`config.mk`:
```
export PLATFORM = sky130hd
export DESIGN_NAME = signed_binary_to_decimal_digits_top
export DESIGN_NICKNAME = d
export VERILOG_FILES = /design/src/rtl/sbtdd_pkg.sv /design/src/rtl/signed_binary_to_decimal_digits_top.sv
export SDC_FILE = /design/constraint.sdc
export NUM_CORES = 1
export LEC_CHECK = 0
export ABC_CLOCK_PERIOD_IN_PS = 12000
export BUFFER_PORTS_ARGS = -buffer_cell sky130_fd_sc_hd__buf_4
export CAP_MARGIN = 20
export CORE_MARGIN = 2
export CORE_UTILIZATION = 55
export DETAILED_ROUTE_END_ITERATION = 8
export GPL_TIMING_DRIVEN = 0
export HOLD_SLACK_MARGIN = 0.06
export PLACE_DENSITY_LB_ADDON = 0.12
export SETUP_SLACK_MARGIN = 0.05
export SLEW_MARGIN = 30
export SYNTH_ARGS = -nofsm -noshare
export SYNTH_HDL_FRONTEND = slang
export SYNTH_SLANG_ARGS = --single-unit
export TNS_END_PERCENT = 5
```
`constraint.sdc`:
```
create_clock -name clk_i -period 12 [get_ports clk_i]
set_clock_uncertainty 0.2 [all_clocks]
set_input_delay 0.6 -clock clk_i [delete_from_list [all_inputs] [get_ports clk_i]]
set_output_delay 0.6 -clock clk_i [all_outputs]
set_load 0.03 [all_outputs]
```
`src/rtl/sbtdd_pkg.sv`:
```
// shared constants and types for the signed binary to decimal digit converter
package sbtdd_pkg;

  localparam int ValueWidth = 64;
  localparam int MaxDigits  = 19;
  localparam int DigitWidth = 4;
  localparam int BitCntW    = $clog2(ValueWidth);
  localparam int PtrW       = $clog2(MaxDigits);

  typedef logic [DigitWidth-1:0] digit_t;

  typedef enum logic [1:0] {
    ST_IDLE,
    ST_CONV,
    ST_SKIP,
    ST_EMIT
  } state_e;

endpackage

```
`src/rtl/signed_binary_to_decimal_digits_top.sv`:
```
// Signed 64-bit integer to decimal digits, one digit per strobe. An item is
// taken when start is high and busy is low. The magnitude is converted by a
// bit-serial double-dabble shifter, one input bit per cycle. Then a pointer
// walks down past leading zero digits one per cycle and stops at the top
// nonzero digit, keeping at least one digit. Then the digits leave one per
// cycle on digit_o with digit_valid_o high, for exactly one cycle each;
// last_digit_o marks the final digit of the item, and busy drops the cycle
// after it. The receiver cannot stall the output. digit_order selects least
// significant digit first (0, reset value) or most significant digit first
// (1); write it only while busy is low.
module signed_binary_to_decimal_digits_top import sbtdd_pkg::*; (
  input  logic                         clk_i,
  input  logic                         rst_ni,
  input  logic                         start,
  output logic                         busy,
  input  logic signed [ValueWidth-1:0] value_i,
  input  logic                         cfg_valid_i,
  output logic                         cfg_ready_o,
  input  logic                         digit_order_i,
  output logic                         digit_valid_o,
  output logic [DigitWidth-1:0]        digit_o,
  output logic                         last_digit_o
);

  state_e                state_q, state_d;
  logic                  order_q;
  logic [ValueWidth-1:0] mag_q, mag_d;
  digit_t                bcd_q [MaxDigits];
  digit_t                bcd_d [MaxDigits];
  digit_t                adj   [MaxDigits];
  logic [BitCntW-1:0]    bit_cnt_q, bit_cnt_d;
  logic [PtrW-1:0]       ptr_q, ptr_d;
  logic [ValueWidth-1:0] val_u;
  logic [ValueWidth-1:0] val_neg;

  assign cfg_ready_o = 1'b1;
  assign busy        = (state_q != ST_IDLE);

  assign val_u   = value_i;
  assign val_neg = ~val_u + ValueWidth'(1);

  // add-3 correction per digit before each shift
  always_comb begin
    for (int i = 0; i < MaxDigits; i++) begin
      adj[i] = (bcd_q[i] >= digit_t'(5)) ? bcd_q[i] + digit_t'(3) : bcd_q[i];
    end
  end

  always_comb begin
    state_d       = state_q;
    mag_d         = mag_q;
    bcd_d         = bcd_q;
    bit_cnt_d     = bit_cnt_q;
    ptr_d         = ptr_q;
    digit_valid_o = 1'b0;
    digit_o       = order_q ? bcd_q[ptr_q] : bcd_q[0];
    last_digit_o  = (ptr_q == '0);
    case (state_q)
      ST_IDLE: begin
        if (start) begin
          mag_d     = val_u[ValueWidth-1] ? val_neg : val_u;
          bit_cnt_d = '0;
          for (int i = 0; i < MaxDigits; i++) begin
            bcd_d[i] = '0;
          end
          state_d = ST_CONV;
        end
      end
      ST_CONV: begin
        bcd_d[0] = {adj[0][DigitWidth-2:0], mag_q[ValueWidth-1]};
        for (int i = 1; i < MaxDigits; i++) begin
          bcd_d[i] = {adj[i][DigitWidth-2:0], adj[i-1][DigitWidth-1]};
        end
        mag_d     = {mag_q[ValueWidth-2:0], 1'b0};
        bit_cnt_d = bit_cnt_q + BitCntW'(1);
        if (bit_cnt_q == BitCntW'(ValueWidth - 1)) begin
          ptr_d   = PtrW'(MaxDigits - 1);
          state_d = ST_SKIP;
        end
      end
      ST_SKIP: begin
        // walk down past leading zero digits, keep at least one
        if (bcd_q[ptr_q] == '0 && ptr_q != '0) begin
          ptr_d = ptr_q - PtrW'(1);
        end else begin
          state_d = ST_EMIT;
        end
      end
      ST_EMIT: begin
        digit_valid_o = 1'b1;
        if (!order_q) begin
          for (int i = 0; i < MaxDigits - 1; i++) begin
            bcd_d[i] = bcd_q[i+1];
          end
          bcd_d[MaxDigits-1] = '0;
        end
        if (ptr_q == '0) begin
          state_d = ST_IDLE;
        end else begin
          ptr_d = ptr_q - PtrW'(1);
        end
      end
      default: begin
        state_d = ST_IDLE;
      end
    endcase
  end

  always_ff @(posedge clk_i or negedge rst_ni) begin
    if (!rst_ni) begin
      state_q   <= ST_IDLE;
      order_q   <= 1'b0;
      bit_cnt_q <= '0;
      ptr_q     <= '0;
    end else begin
      state_q   <= state_d;
      bit_cnt_q <= bit_cnt_d;
      ptr_q     <= ptr_d;
      if (cfg_valid_i && cfg_ready_o) begin
        order_q <= digit_order_i;
      end
    end
  end

  always_ff @(posedge clk_i) begin
    mag_q <= mag_d;
    bcd_q <= bcd_d;
  end

endmodule
```
# After elaboration in Yosys (flattened, before gate mapping)
# Cells that the tools add are included.
totals:
  reg_bits: 154
  latchBits: 0
  ram_bits: 0
  romBits: 0
  output_inout_bits: 8
  elab_cells: 133
  n_memories: 0
classes:
  addsub: 22
  n_mul: 0
  div: 0
  n_lt_le_gt_ge: 20
  eq_ne: 11
  shift: 0
  mux: 41
  bitwise_logic: 2
  reduce_logical: 13
ops:
  columns: ["cell", "n"]
  rows:
  - ["case mux 76 bit (3 select lines)", 1]
  - ["two-way mux 76 bit", 2]
  - ["two-way mux 64 bit", 2]
  - ["case mux 64 bit (2 select lines)", 1]
  - ["two-way mux 4 bit", 21]
  - ["greater-or-equal comparator 4 x 3 -> 1 bit, second input constant", 19]
  - ["adder 4 x 2 -> 4 bit, second input constant", 18]
  - ["adder 64 x 1 -> 64 bit, second input constant", 1]
  - ["NOT 64 bit", 1]
  - ["binary-select mux 4 bit (select 5 bit)", 1]
  - ["two-way mux 5 bit", 3]
  - ["case mux 5 bit (3 select lines)", 1]
  - ["inequality test 2 bit, second input constant", 7]
  - ["case mux 6 bit (2 select lines)", 1]
  - ["two-way mux 2 bit", 4]
  - ["case mux 2 bit (4 select lines)", 1]
  - ["AND reduction 4 bit", 2]
  - ["adder 6 x 1 -> 6 bit, second input constant", 1]
  - ["== test 6 bit, second input constant", 1]
  - ["greater-or-equal comparator 6 bit, second input constant", 1]
  - ["two-way mux 6 bit", 1]
  - ["NOT 5 -> 6 bit", 1]
  - ["nonzero test 3 bit", 2]
  - ["logical NOT 5 bit", 1]
  - ["13 further kinds", 15]

# Longest topological paths before layout
# Gate-level depths: netlist (run 1).
depth:
  depth_word: 8
  mapped_depth: 10

# Least setup slack after synthesis (run 1)
# Ideal clock, no wire load.
synth_path:
  path_type: "reg2reg"
  startpoint: "reg state_q[1]"
  endpoint: "reg bcd_q[0] in the netlist's numbering (enable)"
  setup_time_ps: 623
  t_arrival_ps: 7129
  required_time_ps: 11177
  slack_ps: 4047
  stages_incl_launch_ff: 8
  path_buffers: 3
  synth_period_minus_slack_ps: 7953
  cell_sequence: "dfrtp_1 > inv_1 > ha_1 > clkbuf_1 > clkbuf_1 > clkbuf_1 > nor3_1 > a211oi_1"
synth_via:
  elab_chain_len: 3
  word_cells_on_any_way: 7
synth_lines:
  columns: ["element", "line", "source"]
  rows:
  - ["from (decl)", "signed_binary_to_decimal_digits_top.sv:25", "state_e state_q, state_d;"]
  - ["from (signal assigned)", "signed_binary_to_decimal_digits_top.sv:116", "state_q <= state_d;"]
  - ["== test 2 bit, or another cell as far along", "signed_binary_to_decimal_digits_top.sv:58", "case (state_q)"]
  - ["inequality test 2 bit (no source line) / nonzero test 3 bit (equally long branches)", null, null]
  - ["AND reduction 3 bit (no source line) *", null, null]
  - ["to (signal assigned)", "signed_binary_to_decimal_digits_top.sv:127", "bcd_q <= bcd_d;"]
  - ["to (decl)", "signed_binary_to_decimal_digits_top.sv:28", "digit_t bcd_q [MaxDigits];"]
# Every way passes the cells marked *; elsewhere a longest branch is shown, timed or not.
# A chain may end at the register's enable or synchronous reset.

# Final worst setup path (run 1)
layout_path:
  startpoint: "reg state_q[1]"
  endpoint: "reg bcd_q[34] in the netlist's numbering (enable)"
# Same word-level chain as after synthesis.

==> flow_summary_export.csv, run 1 <==
group,metric,value,unit
outcome,status,"finished, final reports clean",
cts,cts-hold-fix-buffers,1,
routing,ant_nets,0,
cts,clock_path_buffers,2,
yosys,synth_xor_area_share,7.79,%
final_layout,n_antenna_cell,0,
setup_path,path_class,"register to register",
floorplanning,dieHeight,141,µm
routing,vias_per_cell,6.06,
routing,drt-total-wl,26.6,mm
sta,rsz0062_at_grt,"false",
place,placed_cell_area,0.0113,mm²
final_layout,syn_to_final_growth,15.0,%
sta,hold_violations,0,
power,peakVddDrop,0.143,mV
setup_path,critical_path_required,11.94,ns
sta,finalSetupViolations,0,
yosys,synth_cells,1039,
cts,cts_buffers,17,
cts,htree_num_levels,4,
sta,max_freq,259,MHz
setup_path,cp-end-kind,"register",
place,place.gp.congestion,0.884,
yosys,synth_area_leader_cell,"edfxtp_1",
routing,wire_per_inst,19.2,µm
yosys,synth_compound_area_share,18.0,%
yosys,synth.most_common_cell,"nand2_1",
yosys,syn_area,0.0103,mm²
setup_path,path_cells,"inv_1 -> ha_1 -> clkbuf_1 -> clkbuf_1 -> clkbuf_1 -> nor3_1 -> a211oi_4 -> buf_6 -> buf_6",
yosys,synth.area.top_cells,"edfxtp_1 (41%), a22o_1 (6.3%), nand2_1 (6.2%)",
sta,worst_slew_pin_slew,0.863,ns
sta,slew_headroom,42.5,%
global_route,overflow,0,
routing,drtIter0Drc,661,
place,dp_hpwl,19.2,mm
final_layout,multi_input_area,0.00542,mm²
yosys,synth_adder_area_share,5.68,%
floorplanning,pin_count,77,
global_route,grt_use_total,27.6,%
yosys,synth-edff-count,140,
yosys,syn-num-nets,1155,
yosys,synth_simple_gate_area_share,15.0,%
power,finalPower,3.56,mW
setup_path,crit_top_cell,"clkbuf_1",
power,powerDensity,299,mW/mm²
global_route,grt_max_degree,51,
floorplanning,start_util,55.7,%
place,io_buffers,74,
cts,cts_tree,"yes",
cts,clkTransAtPathRegs,0.06,ns
final_layout,fin_nets,1256,
setup_path,reg2reg_setup_slack,8.14,ns
final_layout,final_cell_area,0.0119,mm²
sta,finalWorstSetupSlack,8.14,ns
setup_path,arrival,3.80,ns
yosys,yosys-top-cells-count,"nand2_1 (171), edfxtp_1 (140), o21ai_0 (111)",
yosys,yosys_most_used_dff,"edfxtp_1",
yosys,synth_top_area_share,40.6,%
floorplanning,fp.dieW,141,µm
global_route,grt_pass1_vias,8202,
yosys,async_reset_ff_share,9.09,%
sta,fin_crit_sh,32.2,%
yosys,synth_mux_area_share,5.78,%
yosys,yosysWarnings,0,
setup_path,slowest_delay,0.66,ns
routing,drc_errors,0,
cts,cts_sinks,154,
yosys,yosysSeqAreaShare,44.0,%
yosys,synth.avg_cell_area,9.96,µm²
power,p_leak,4.71,nW
cts,ctsRootBufferMaster,"clkbuf_16",
global_route,grt_first_pass_wirelength,43.3,mm
cts,clkLatencyLatePin,0.44,ns
setup_path,worstPathMaxFanout,12,
place,post-place-ws,8.12,ns
floorplanning,core,0.0186,mm²
final_layout,finalNonFillerCells,1387,
sta,drv_slew,0,
setup_path,slowest_stage,"a211oi_4",
floorplanning,rows,50,
final_layout,drive_gt1_share,14.3,%
yosys,postSynthRegisterBits,154,
global_route,grt_antenna_before_repair,0,
hold_path,min-delay-path-class,"primary input to register",
flow_run,cap_violations,0,
cts,cts_setup_buffers,0,
final_layout,fillers,1561,
routing,vias,8401,
sta,setup_tns,0,ns
setup_path,worst_setup_path_start_kind,"register",
routing,dr.pass1.iters,6,
yosys,synth.distinct_cells,59,
cts,ctsResizeCount,0,
final_layout,regArea,0.00455,mm²
yosys,synth_top_family_by_area,"compound AO/OA/AOI/OAI gates",
sta,min_period,3.86,ns
place,place_inst,1354,
floorplanning,fp.dieArea,0.0199,mm²
cells by family (layout without fill, tap and decap cells):
group / Yosys count / in the layout
fa+ha+maj: 47 / 47
mux: 50 / 50
compound gates: 272 / 272
xor+xnor: 92 / 92
flops: 154 / 154
buf+inv: 100 / 214
other cells: 1 / 1
simple gates: 323 / 323
layout make-up:
type	count	area share (%)
multi-input cells	785	45.6
well taps	234	2.46
plain buffers	48	1.60
flip-flops and latches	154	38.3
clock inverters	13	1.22
inverters	52	1.66
repair buffers	82	5.61
clock buffers	19	3.64
power by group:
part           internal [mW]  total (mW)  switching, mW
Sequential              1.05        1.32          0.269
Combinational          0.678        1.69           1.02
Clock                  0.308       0.541          0.232
Total                   2.04        3.56           1.52
cell usage in the layout, fill, tap and decap left out, drive strengths merged, types with 14 or more instances in the layout:
cell    netlist  layout
a21oi        23      23
a22o         75      75
buf           8      89
clkbuf       40      59
dfrtp        14      14
edfxtp      140     140
ha           47      47
inv          52      54
mux2         18      18
mux2i        26      26
nand2       173     173
nand2b       28      28
nor2         44      44
o21ai       116     116
o31ai        23      23
or3          14      14
xnor2        30      30
xor2         62      62
flip-flops by register name, indices dropped and copies added, names as in the netlist:
| register | cells |
|---|---|
| state_q | 2 |
| mag_q | 64 |
| ptr_q | 5 |
| bit_cnt_q | 6 |
| order_q | 1 |
| bcd_q | 76 |
per-layer routing:
layer,track usage [%],share of wire [%],vias up
li1,-,-,3982
met1,35.9,43,4089
met2,47.4,50,292
met3,4.45,5.4,38
met4,8.58,2.0,0
met5,0,0,-
per-stage QoR:
step	hold WS, ns	utilization, %
finish	0.201	64.1
detailed placement	0.265	60.9
global route	0.199	64.1
global placement	0.265	60.3
floorplan	0.104	-
CTS	0.194	64.1
critical path, delay by kind of cell (launching register included):
kind / cells / cell delay [ns]
simple gates: 1 / 0.20
fa+ha+maj: 1 / 0.15
compound gates: 1 / 0.66
buf+inv: 6 / 1.91
flops: 1 / 0.43
final timing paths:
kind                                          startpoint                  endpoint  cells past startpoint
min in group asynchronous                         rst_ni  bit_cnt_q[1]$_DFFE_PN0P_                      2
worst max-delay path              state_q[1]$_DFFE_PN0P_       bcd_q[34]$_DFFE_PP_                      9
worst max register to register    state_q[1]$_DFFE_PN0P_       bcd_q[34]$_DFFE_PP_                      9
worst min register to register  bit_cnt_q[1]$_DFFE_PN0P_  bit_cnt_q[1]$_DFFE_PN0P_                      1
worst min-delay path                       digit_order_i       order_q$_DFFE_PN0P_                      2
max in group asynchronous                         rst_ni      ptr_q[2]$_DFFE_PN0P_                      2
Power figures use the tool's default switching activity.
==> inputs of run 2 (changes only) <==
ABC_AREA = 1   (was not set)
ABC_CLOCK_PERIOD_IN_PS = 3720   (was 12000)
clock period = 3.72 ns   (was 12 ns; I/O delays follow)
==> flow_summary_export.csv, run 2 <==
group,metric,value,unit
sta,fin_crit_sh,90.4,%
setup_path,critical_path_required,3.66,ns
final_layout,reg.largest.list,"bcd_q (76), mag_q (64), bit_cnt_q (6)",
cts,cts_buffers,17,
global_route,grt_use_total,33.4,%
sta,setup_tns,0,ns
final_layout,fillers,1704,
setup_path,worst_setup_path_start_kind,"register",
yosys,synth_mux_area_share,0,%
routing,vias,11273,
global_route,grt_antenna_before_repair,0,
yosys,postSynthRegisterBits,154,
place,post-place-ws,-0.0450,ns
yosys,synth.area.top_cells,"edfxtp_1 (38%), nand2_1 (11%), o21ai_0 (7.4%)",
cts,clock_path_buffers,2,
yosys,synth_xor_area_share,2.82,%
sta,drv_slew,0,
global_route,grt_max_degree,22,
setup_path,worst-path-buf-inv,5,
cts,clkLatencyLatePin,0.44,ns
global_route,grt_first_pass_wirelength,56.0,mm
final_layout,final_cell_area,0.0136,mm²
flow_run,cap_violations,0,
global_route,grt_pass1_vias,10963,
final_layout,drive_gt1_share,10.5,%
cts,cts_sinks,154,
yosys,synth_top_family_by_area,"simple AND/OR/NAND/NOR gates",
routing,drc_errors,0,
setup_path,slowest_delay,0.49,ns
power,p_leak,5.85,nW
floorplanning,fp.dieArea,0.0215,mm²
power,peakVddDrop,0.434,mV
yosys,synth.most_common_cell,"nand2_1",
cts,cts_setup_buffers,0,
setup_path,crit_top_cell,"buf_8",
setup_path,path_cells,"ha_1 -> clkinv_1 -> clkbuf_1 -> a31oi_4 -> buf_8 -> buf_8 -> buf_8",
yosys,synth-edff-count,140,
setup_path,cp-end-kind,"register",
global_route,overflow,0,
place,io_buffers,75,
yosys,synth_adder_area_share,5.25,%
final_layout,largest-register,"bcd_q",
yosys,synth_top_area_share,37.6,%
setup_path,path_class,"register to register",
sta,finalWorstSetupSlack,0.358,ns
final_layout,fin_nets,1771,
floorplanning,dieHeight,147,µm
final_layout,finalNonFillerCells,1939,
final_layout,final_common_cell,"nand2_1",
final_layout,largest_register_ffs,76,
outcome,status,"finished, final reports clean",
yosys,syn-num-nets,1603,
cts,clkTransAtPathRegs,0.06,ns
routing,vias_per_cell,5.81,
setup_path,worstPathMaxFanout,15,
hold_path,min-delay-path-class,"primary input to register",
yosys,yosysWarnings,0,
sta,finalSetupViolations,0,
yosys,synth_cells,1487,
floorplanning,rows,52,
place,place.gp.congestion,1.03,
setup_path,arrival,3.30,ns
cts,ctsRootBufferMaster,"clkbuf_16",
floorplanning,core,0.0201,mm²
cts,cts_tree,"yes",
floorplanning,pin_count,77,
sta,slew_headroom,36.7,%
setup_path,critPathTopFamily,"buffers and inverters",
final_layout,layout_common_cells,"nand2_1 (322), inv_1 (190), nor2_1 (175)",
routing,ant_nets,0,
routing,wire_per_inst,18.4,µm
cts,htree_num_levels,4,
yosys,yosys_most_used_dff,"edfxtp_1",
sta,hold_violations,0,
sta,worst_slew_pin_slew,0.950,ns
place,dp_hpwl,25.8,mm
yosys,syn_area,0.0112,mm²
yosys,synth_area_leader_cell,"edfxtp_1",
sta,whs,0.111,ns
setup_path,reg2reg_setup_slack,0.36,ns
power,powerDensity,886,mW/mm²
setup_path,slowest_stage,"ha_1",
sta,rsz0062_at_grt,"false",
floorplanning,start_util,55.7,%
yosys,synth.avg_cell_area,7.53,µm²
routing,drtIter0Drc,1040,
yosys,async_reset_ff_share,9.09,%
place,placed_cell_area,0.0123,mm²
floorplanning,fp.dieW,147,µm
routing,dr.pass1.iters,6,
yosys,synth.distinct_cells,52,
yosys,synth_compound_area_share,15.8,%
yosys,synth_simple_gate_area_share,26.4,%
yosys,yosys-top-cells-count,"nand2_1 (322), inv_1 (190), nor2_1 (175)",
final_layout,syn_to_final_growth,21.8,%
sta,min_period,3.36,ns
sta,max_freq,297,MHz
place,place_inst,1841,
yosys,yosysSeqAreaShare,40.7,%
routing,drt-total-wl,35.8,mm
run 2: cell count changes after synthesis, sizes merged, moves of 27 or more:
cell / change
o21ai: +63
nor2: +142
nand2: +155
a22o: -75
nand3: +115
xnor2: -27
nand2b: -28
xor2: -29
inv: +143
a21oi: +38
run 2: worst reg2reg max path: stages, from the launching register on:
cell	delay, ns
dfrtp_1	0.42
ha_1	0.49
clkinv_1	0.49
clkbuf_1	0.46
a31oi_4	0.44
buf_8	0.22
buf_8	0.18
buf_8	0.18
run 2: where the power goes:
group          leakage [nW]  internal (mW)  switching [mW]
logic                  3.95           2.00            4.11
registers              1.57           3.35           0.569
clock network         0.326           1.32           0.739
total                  5.85           6.67            5.41
run 2: metrics by stage:
step           power [mW]  utilization (%)
3_3_place_gp         9.40             60.2
4_1_cts              12.0             67.8
2_1_floorplan        7.71                -
5_1_grt              12.9             67.8
6_report             12.1             67.8
3_5_place_dp         9.83             61.1
run 2: worst paths after layout:
kind / start / end / cells past startpoint
worst max-delay path: state_q[0]$_DFFE_PN0P_ / bcd_q[31]$_DFFE_PP_ / 7
min in group asynchronous: rst_ni / ptr_q[2]$_DFFE_PN0P_ / 3
max in group asynchronous: rst_ni / bit_cnt_q[2]$_DFFE_PN0P_ / 3
worst min-delay path: value_i[63] / mag_q[16]$_DFFE_PP_ / 4
worst max register to register: state_q[0]$_DFFE_PN0P_ / bcd_q[31]$_DFFE_PP_ / 7
worst min register to register: ptr_q[4]$_DFFE_PN0P_ / ptr_q[4]$_DFFE_PN0P_ / 2
run 2: logic make-up (layout without fill, tap and decap cells):
family,count (synthesis),in the layout
AND/OR/NAND/NOR,687,687
AO/OA/AOI/OAI,315,315
buffers and inverters,247,428
flip-flops,154,154
adder cells (fa/ha/maj),47,47
XOR/XNOR,36,36
other,1,2
run 2: what timing repair did:
action | CTS | global route
endpoints found under the setup margin | 15 | 15
resized for setup | 2 | 2
hold endpoints to repair | 78 | 0
hold buffers | 65 | 0
run 2: layout make-up:
class,instances,area [µm²],area share [%]
multi-input combinational,1086,5660,41.5
sequential,154,4550,33.4
clock inverter,13,248,1.82
antenna,1,2.50,0.0184
clock buffer,19,433,3.18
inverter,196,741,5.43
timing repair buffer,149,1390,10.2
buffer,51,269,1.97
tap,270,338,2.48
run 2: layer usage:
layer	GRT usage, %	routed length (µm)
met2	58.3	17400
met3	5.59	2720
met1	39.4	14000
met4	18.1	1670
met5	0	0
